[src/hw/rtl/hbe_pkg.sv]
// Package: shared constants, payload types, state and command types of the Huffman byte encoder.
package hbe_pkg;

    localparam int SYMBOLS     = 256;
    localparam int SYM_BITS    = 8;
    localparam int NODES       = 2 * SYMBOLS - 1;
    localparam int NODE_BITS   = 9;
    localparam int COUNT_BITS  = 24;
    localparam int WEIGHT_BITS = 32;
    localparam int CODE_CAP    = 48;
    localparam int LEN_BITS    = 6;
    localparam int CTR_BITS    = 10;
    localparam int USED_BITS   = 9;
    localparam int PACK_BITS   = 8;
    localparam int PCNT_BITS   = 4;

    localparam logic [COUNT_BITS-1:0]  COUNT_MAX  = '1;
    localparam logic [WEIGHT_BITS-1:0] WEIGHT_MAX = '1;
    localparam logic [CTR_BITS-1:0]    INIT_LAST  = CTR_BITS'(NODES);
    localparam logic [CTR_BITS-1:0]    SCAN_LAST  = CTR_BITS'(SYMBOLS);
    localparam logic [SYM_BITS-1:0]    SYM_LAST   = SYM_BITS'(SYMBOLS - 1);
    localparam logic [NODE_BITS-1:0]   FIRST_NODE = NODE_BITS'(SYMBOLS);
    localparam logic [LEN_BITS-1:0]    LEN_CAP    = LEN_BITS'(CODE_CAP);
    localparam logic [PCNT_BITS-1:0]   PACK_FULL  = PCNT_BITS'(PACK_BITS);

    typedef enum logic [1:0] {
        FUNC_COUNT  = 2'd0,
        FUNC_BUILD  = 2'd1,
        FUNC_ENCODE = 2'd2,
        FUNC_FLUSH  = 2'd3
    } func_t;

    typedef struct packed {
        logic [1:0] func;
        logic [7:0] data_byte;
    } in_item_t;

    typedef struct packed {
        logic [7:0] out_byte;
        logic       out_last;
    } out_item_t;

    typedef enum logic [3:0] {
        S_IDLE,
        S_CNT_RD,
        S_CNT_WR,
        S_INIT,
        S_LOOP,
        S_SCAN,
        S_MRG_A,
        S_MRG_B,
        S_WALK_START,
        S_WALK_RD,
        S_WALK_CHK,
        S_CODE_WR,
        S_ENC_RD,
        S_ENC_BIT,
        S_FLUSH
    } state_t;

    typedef struct packed {
        logic load;
        logic cnt_wr;
        logic init_step;
        logic scan_step;
        logic mrg_a;
        logic mrg_b;
        logic walk_start;
        logic walk_step;
        logic code_wr;
        logic enc_bit;
        logic flush;
    } cmd_t;

    typedef struct packed {
        logic init_done;
        logic scan_done;
        logic more;
        logic par_valid;
        logic last_sym;
        logic enc_done;
        logic out_free;
    } status_t;

    typedef struct packed {
        logic [NODE_BITS-1:0]   node;
        logic [WEIGHT_BITS-1:0] weight;
    } slot_t;

    typedef struct packed {
        logic                 valid;
        logic                 branch;
        logic [NODE_BITS-1:0] parent;
    } par_t;

endpackage

[src/hw/rtl/hbe_ctrl.sv]
// Controller: sequencing state machine of the Huffman byte encoder.
module hbe_ctrl (
    input  logic             clk,
    input  logic             rst_n,
    input  logic             in_valid,
    input  logic [1:0]       in_func,
    input  hbe_pkg::status_t st,
    output logic             in_ready,
    output hbe_pkg::cmd_t    cmd
);
    import hbe_pkg::*;

    state_t state_reg;
    state_t state_next;

    always_ff @(posedge clk or negedge rst_n)
    begin
        if (!rst_n)
        begin
            state_reg <= S_IDLE;
        end
        else
        begin
            state_reg <= state_next;
        end
    end

    always_comb
    begin
        state_next = state_reg;
        case (state_reg)
            S_IDLE:
            begin
                if (in_valid)
                begin
                    case (in_func)
                        FUNC_COUNT:  state_next = S_CNT_RD;
                        FUNC_BUILD:  state_next = S_INIT;
                        FUNC_ENCODE: state_next = S_ENC_RD;
                        default:     state_next = S_FLUSH;
                    endcase
                end
            end
            S_CNT_RD:     state_next = S_CNT_WR;
            S_CNT_WR:     state_next = S_IDLE;
            S_INIT:       if (st.init_done) state_next = S_LOOP;
            S_LOOP:       state_next = st.more ? S_SCAN : S_WALK_START;
            S_SCAN:       if (st.scan_done) state_next = S_MRG_A;
            S_MRG_A:      state_next = S_MRG_B;
            S_MRG_B:      state_next = S_LOOP;
            S_WALK_START: state_next = S_WALK_RD;
            S_WALK_RD:    state_next = S_WALK_CHK;
            S_WALK_CHK:   state_next = st.par_valid ? S_WALK_RD : S_CODE_WR;
            S_CODE_WR:    state_next = st.last_sym ? S_IDLE : S_WALK_START;
            S_ENC_RD:     state_next = S_ENC_BIT;
            S_ENC_BIT:    if (st.enc_done) state_next = S_IDLE;
            S_FLUSH:      if (st.out_free) state_next = S_IDLE;
            default:      state_next = S_IDLE;
        endcase
    end

    always_comb
    begin
        cmd      = '0;
        in_ready = 1'b0;
        case (state_reg)
            S_IDLE:
            begin
                in_ready = 1'b1;
                cmd.load = in_valid;
            end
            S_CNT_WR:     cmd.cnt_wr     = 1'b1;
            S_INIT:       cmd.init_step  = 1'b1;
            S_SCAN:       cmd.scan_step  = 1'b1;
            S_MRG_A:      cmd.mrg_a      = 1'b1;
            S_MRG_B:      cmd.mrg_b      = 1'b1;
            S_WALK_START: cmd.walk_start = 1'b1;
            S_WALK_CHK:   cmd.walk_step  = st.par_valid;
            S_CODE_WR:    cmd.code_wr    = 1'b1;
            S_ENC_BIT:    cmd.enc_bit    = 1'b1;
            S_FLUSH:      cmd.flush      = 1'b1;
            default:      cmd            = '0;
        endcase
    end

endmodule

[config.mk]
export PLATFORM = sky130hd
export DESIGN_NAME = hbe_ctrl
export DESIGN_NICKNAME = d
export VERILOG_FILES = /design/src/hw/rtl/hbe_pkg.sv /design/src/hw/rtl/hbe_ctrl.sv
export SDC_FILE = /design/constraint.sdc
export NUM_CORES = 1
export LEC_CHECK = 0
export BUFFER_PORTS_ARGS = -buffer_cell sky130_fd_sc_hd__buf_2
export CAP_MARGIN = 25
export CORE_AREA = 2 2 39 41
export DETAILED_ROUTE_END_ITERATION = 6
export DIE_AREA = 0 0 41 43
export HOLD_SLACK_MARGIN = 0.06
export PLACE_DENSITY = 0.64
export SETUP_SLACK_MARGIN = 0.5
export SLEW_MARGIN = 10
export SYNTH_ARGS = -nofsm -noshare
export SYNTH_HDL_FRONTEND = slang
export SYNTH_SLANG_ARGS = --single-unit
[constraint.sdc]
create_clock -name clk -period 4.8 [get_ports clk]
set_input_delay 0.96 -clock clk [delete_from_list [all_inputs] [get_ports clk]]
set_output_delay 0.96 -clock clk [all_outputs]
set_load 0.02 [all_outputs]
Word-level counts from Yosys, hierarchy flattened --
Index checks and enable logic that the tools add are counted.
Operators by class: eq/ne operators 21, muxes and demuxes 22, reductions and logical operators 3
Operators with widths (number):
- 4-bit one-hot mux with 14 select lines | 1
- 4-bit == test (second input constant) | 7
- 4-bit two-way mux | 7
- 4-bit by 3-bit == test with 1-bit output (second input constant) | 4
- 1-bit two-way mux | 12
- 4-bit one-hot mux with 3 select lines | 1
- 2-bit != test (second input constant) | 5
- 4-bit by 2-bit == test with 1-bit output (second input constant) | 2
- 5-bit AND reduction | 1
- 4-bit by 1-bit == test with 1-bit output (second input constant) | 1
- 4-bit zero test | 1
- 2-bit by 1-bit == test with 1-bit output (second input constant) | 1
- 2-bit == test (second input constant) | 1
- 2-bit zero test | 1
- 2-bit two-way mux | 1
Word-level totals: bits in registers 4, output and inout port bits 12, word-level logic and storage cells 47

Logic depth before layout (Yosys ltp) --
depth in word-level cells 4, mapped depth 6, gate-level depth less buffers 4

Worst setup path after synthesis --
Ideal clock, no wire load.
path kind reg2out, from register state_reg[1], to output cmd[10] (netlist bit), data arrival time 1801 ps, setup slack 2039 ps, cell stages (with the launch flop) 5, cells stage by stage dfrtp_1 -> clkbuf_2 -> clkbuf_1 -> nor4_1 -> and2_1
RTL lines:
- start: declaration | line hbe_ctrl.sv:13 | state_t state_reg;
- start signal: assignment | line hbe_ctrl.sv:24 | state_reg <= state_next;
- end: declaration | line hbe_ctrl.sv:9 | output hbe_pkg::cmd_t cmd

==> flow_summary.ini <==
[run_status]
outcome = finished, final reports clean

[global_route]
grt_util_met2 = 0.216
grt_use_met3 = 0.0471
grt_max_degree = 21
global_route_wire_length_before_repair_mm = 1.84
first_global_vias = 460
number_of_antenna_violations_at_the_first_check_in_global_routing = 0
grt_busiest_layer = met2
use_met1 = 0.200
global_routing_usage_summed_across_all_routing_layers = 0.149
grt_overflow_total = 0

[timing]
fin_crit_sh = 0.514
final_hold_viol_count = 0
max-slew-margin-rel = 0.631
skew_ns = 0.00482
final-max-slew-violation-count = 0
setup_viol_count_final = 0
fin_hold_ws_ns = 0.515
worst-slew-pin-transition_ns = 0.554
max_freq_mhz = 405
final.setup.tns_ns = 0
timing.final.crit_period_ns = 2.47
rsz0062_at_grt = false

[critical_path]
rr_worst_depth = 4
crit-reg2reg-launch = state_reg[0]$_DFFE_PN0P_
crit_path_end = cmd[3]
worst_setup_path_start_kind = register
crit_path_end_kind = primary output
cp-startpoint = state_reg[1]$_DFFE_PN0P_
reg2reg_to = state_reg[0]$_DFFE_PN0P_
crit_type = reg -> out
timing.critical_path.required_ns = 3.84
worst-r2r-setup-slack_ns = 2.84
critical_path_fanout_max = 17
worst-endpoint-arrival_ns = 1.51

[clocking]
numCtsBuffers = 3
cts.clk_slew.worst_paths_ns = 0.04
cts_root_buffer = clkbuf_4
clock_tree.htree_level_count = 1
max-clock-path-buffers = 2
clock_network_latency_to_the_later_pin_of_the_worst_skew_pair_ns = 0.24
postCtsResizedCells = 0
cts.hold.buffers_added = 0
tritoncts_clock_tree = done
cts_setup_buffers = 0
tritoncts_num_sinks = 4

[synthesis]
async_flop_share = 1.00
synth_enable_flop_cells = 0
post_synth_main_area_contributors = dfrtp_1 21%, nand2b_1 7.9%, mux2_1 7.1%, nor2_1 6.3%, nor3_1 4.2%
yosysMostFrequentCell = nor2_1
yosysSeqAreaShare = 0.211
syn_nets = 76
synth.top_cells.by_count = 8 x nor2_1, 6 x nand2b_1, 5 x nand2_1
yosys.area.top_type = dfrtp_1
postSynthRegisterBits = 4
yosys_warnings = 0
syn-mean-instance-area_um2 = 7.43
yosysTopAreaCellShare = 0.211
synthesis.instances = 64
flip_flop_cell_with_the_highest_count_after_synthesis = dfrtp_1
synth_cell_type_count = 31
syn-cell-area_um2 = 475

[floorplan]
io-pin-count = 24
die-width_um = 41
floorplan.die.height_um = 43
floorplan.initialDensity = 0.344
dieArea_um2 = 1760
core_area_um2 = 1380
rows = 14

[finish]
largest_register_ff_count = 4
post_route_cells_drive_above_1_share = 0.361
antennaDiodeCount = 0
finish.net_count = 97
area_growth_syn_to_layout_pct = 25.0
fill_cells = 157
final-instance-count-excl-fill = 99

[routing]
detail_route.drc_violations = 0
wl_mm = 1.14
drt_first_iter_violations = 14
first_pass_iters = 4
drt-wirelength-per-cell_um = 11.5
drt.antenna.violating_nets = 0
vias_per_cell = 5.59
num_vias = 553

[job]
max-cap-violations = 0

[placement]
dp_hpwl_um = 829
port-buffer-count = 23
final_weighted_congestion_in_routability_driven_placement = 0.740
place_inst = 96

[pwr]
pwr_density_cell_nw_per_um2 = 637
leakage_nw = 0.275
vdd.ir_drop.worst_mv = 0.302

[min_path]
holdCritPathClass = in -> async
==> per-layer routing <==
metal / up-vias / routed length (um) / part of all wire
met5: - / 0 / 0
met4: 0 / 0 / 0
met3: 0 / 55 / 0.048
met2: 16 / 570 / 0.50
met1: 263 / 509 / 0.45
li1: 274 / - / -
==> worst max-delay path, stage by stage (launching register included) <==
cell and delay [ns]:
dfrtp_1 0.64, nand2b_1 0.24, nor3_1 0.20, buf_2 0.19
==> cell type report <==
type / count / area [um2] / share of cell area
multi-input cells: 52 / 333 / 0.560
flip-flops and latches: 4 / 100 / 0.168
well taps: 16 / 20.0 / 0.0337
inverters: 1 / 3.75 / 0.00632
repair buffers: 23 / 115 / 0.194
clock buffers: 3 / 22.5 / 0.0379
==> metrics by stage <==
step	power, mW	utilization	area (um2)	setup WS, ns
6_report	0.378	0.429	594	2.33
5_1_grt	0.417	0.429	594	2.19
2_1_floorplan	0.297	-	475	2.04
4_1_cts	0.382	0.429	594	2.32
3_3_place_gp	0.334	0.413	572	2.42
3_5_place_dp	0.337	0.413	572	2.42
==> power breakdown <==
group | leakage [nW] | switching (mW) | internal (mW)
Clock | 0.0138 | 0.0148 | 0.0280
Combinational | 0.211 | 0.116 | 0.103
Sequential | 0.0501 | 0.0679 | 0.0497
==> how the worst min path moves through the flow <==
stage          cells after the start  slack (ns)                        to
4_1_cts                            1        0.51  state_reg[0]$_DFFE_PN0P_
3_3_place_gp                       1        0.77  state_reg[3]$_DFFE_PN0P_
5_1_grt                            1        0.51  state_reg[0]$_DFFE_PN0P_
6_report                           1        0.51  state_reg[0]$_DFFE_PN0P_
2_1_floorplan                      0        0.66  state_reg[0]$_DFFE_PN0P_
3_5_place_dp                       1        0.77  state_reg[0]$_DFFE_PN0P_
==> logic make-up (layout without fill, tap and decap cells) <==
group                  after synthesis  in the layout  share of synthesized area
and+or+nand+nor                     32             32                      0.358
AOI/OAI and AO/OA                   17             17                      0.271
buffers and inverters                8             27                     0.0895
DFF                                  4              4                      0.211
muxes                                3              3                     0.0710
==> layout by cell type, fill, tap and decap left out, types with 2 or more instances in the layout <==
cell type,instances
buf_2,23
nor2_1,8
nand2b_1,6
nand2_1,5
nor3_1,4
o21ai_0,4
dfrtp_1,4
mux2_1,3
clkbuf_4,3
nor4_1,2
o22ai_1,2
nand3_1,2
(Power assumes the default switching activity.)
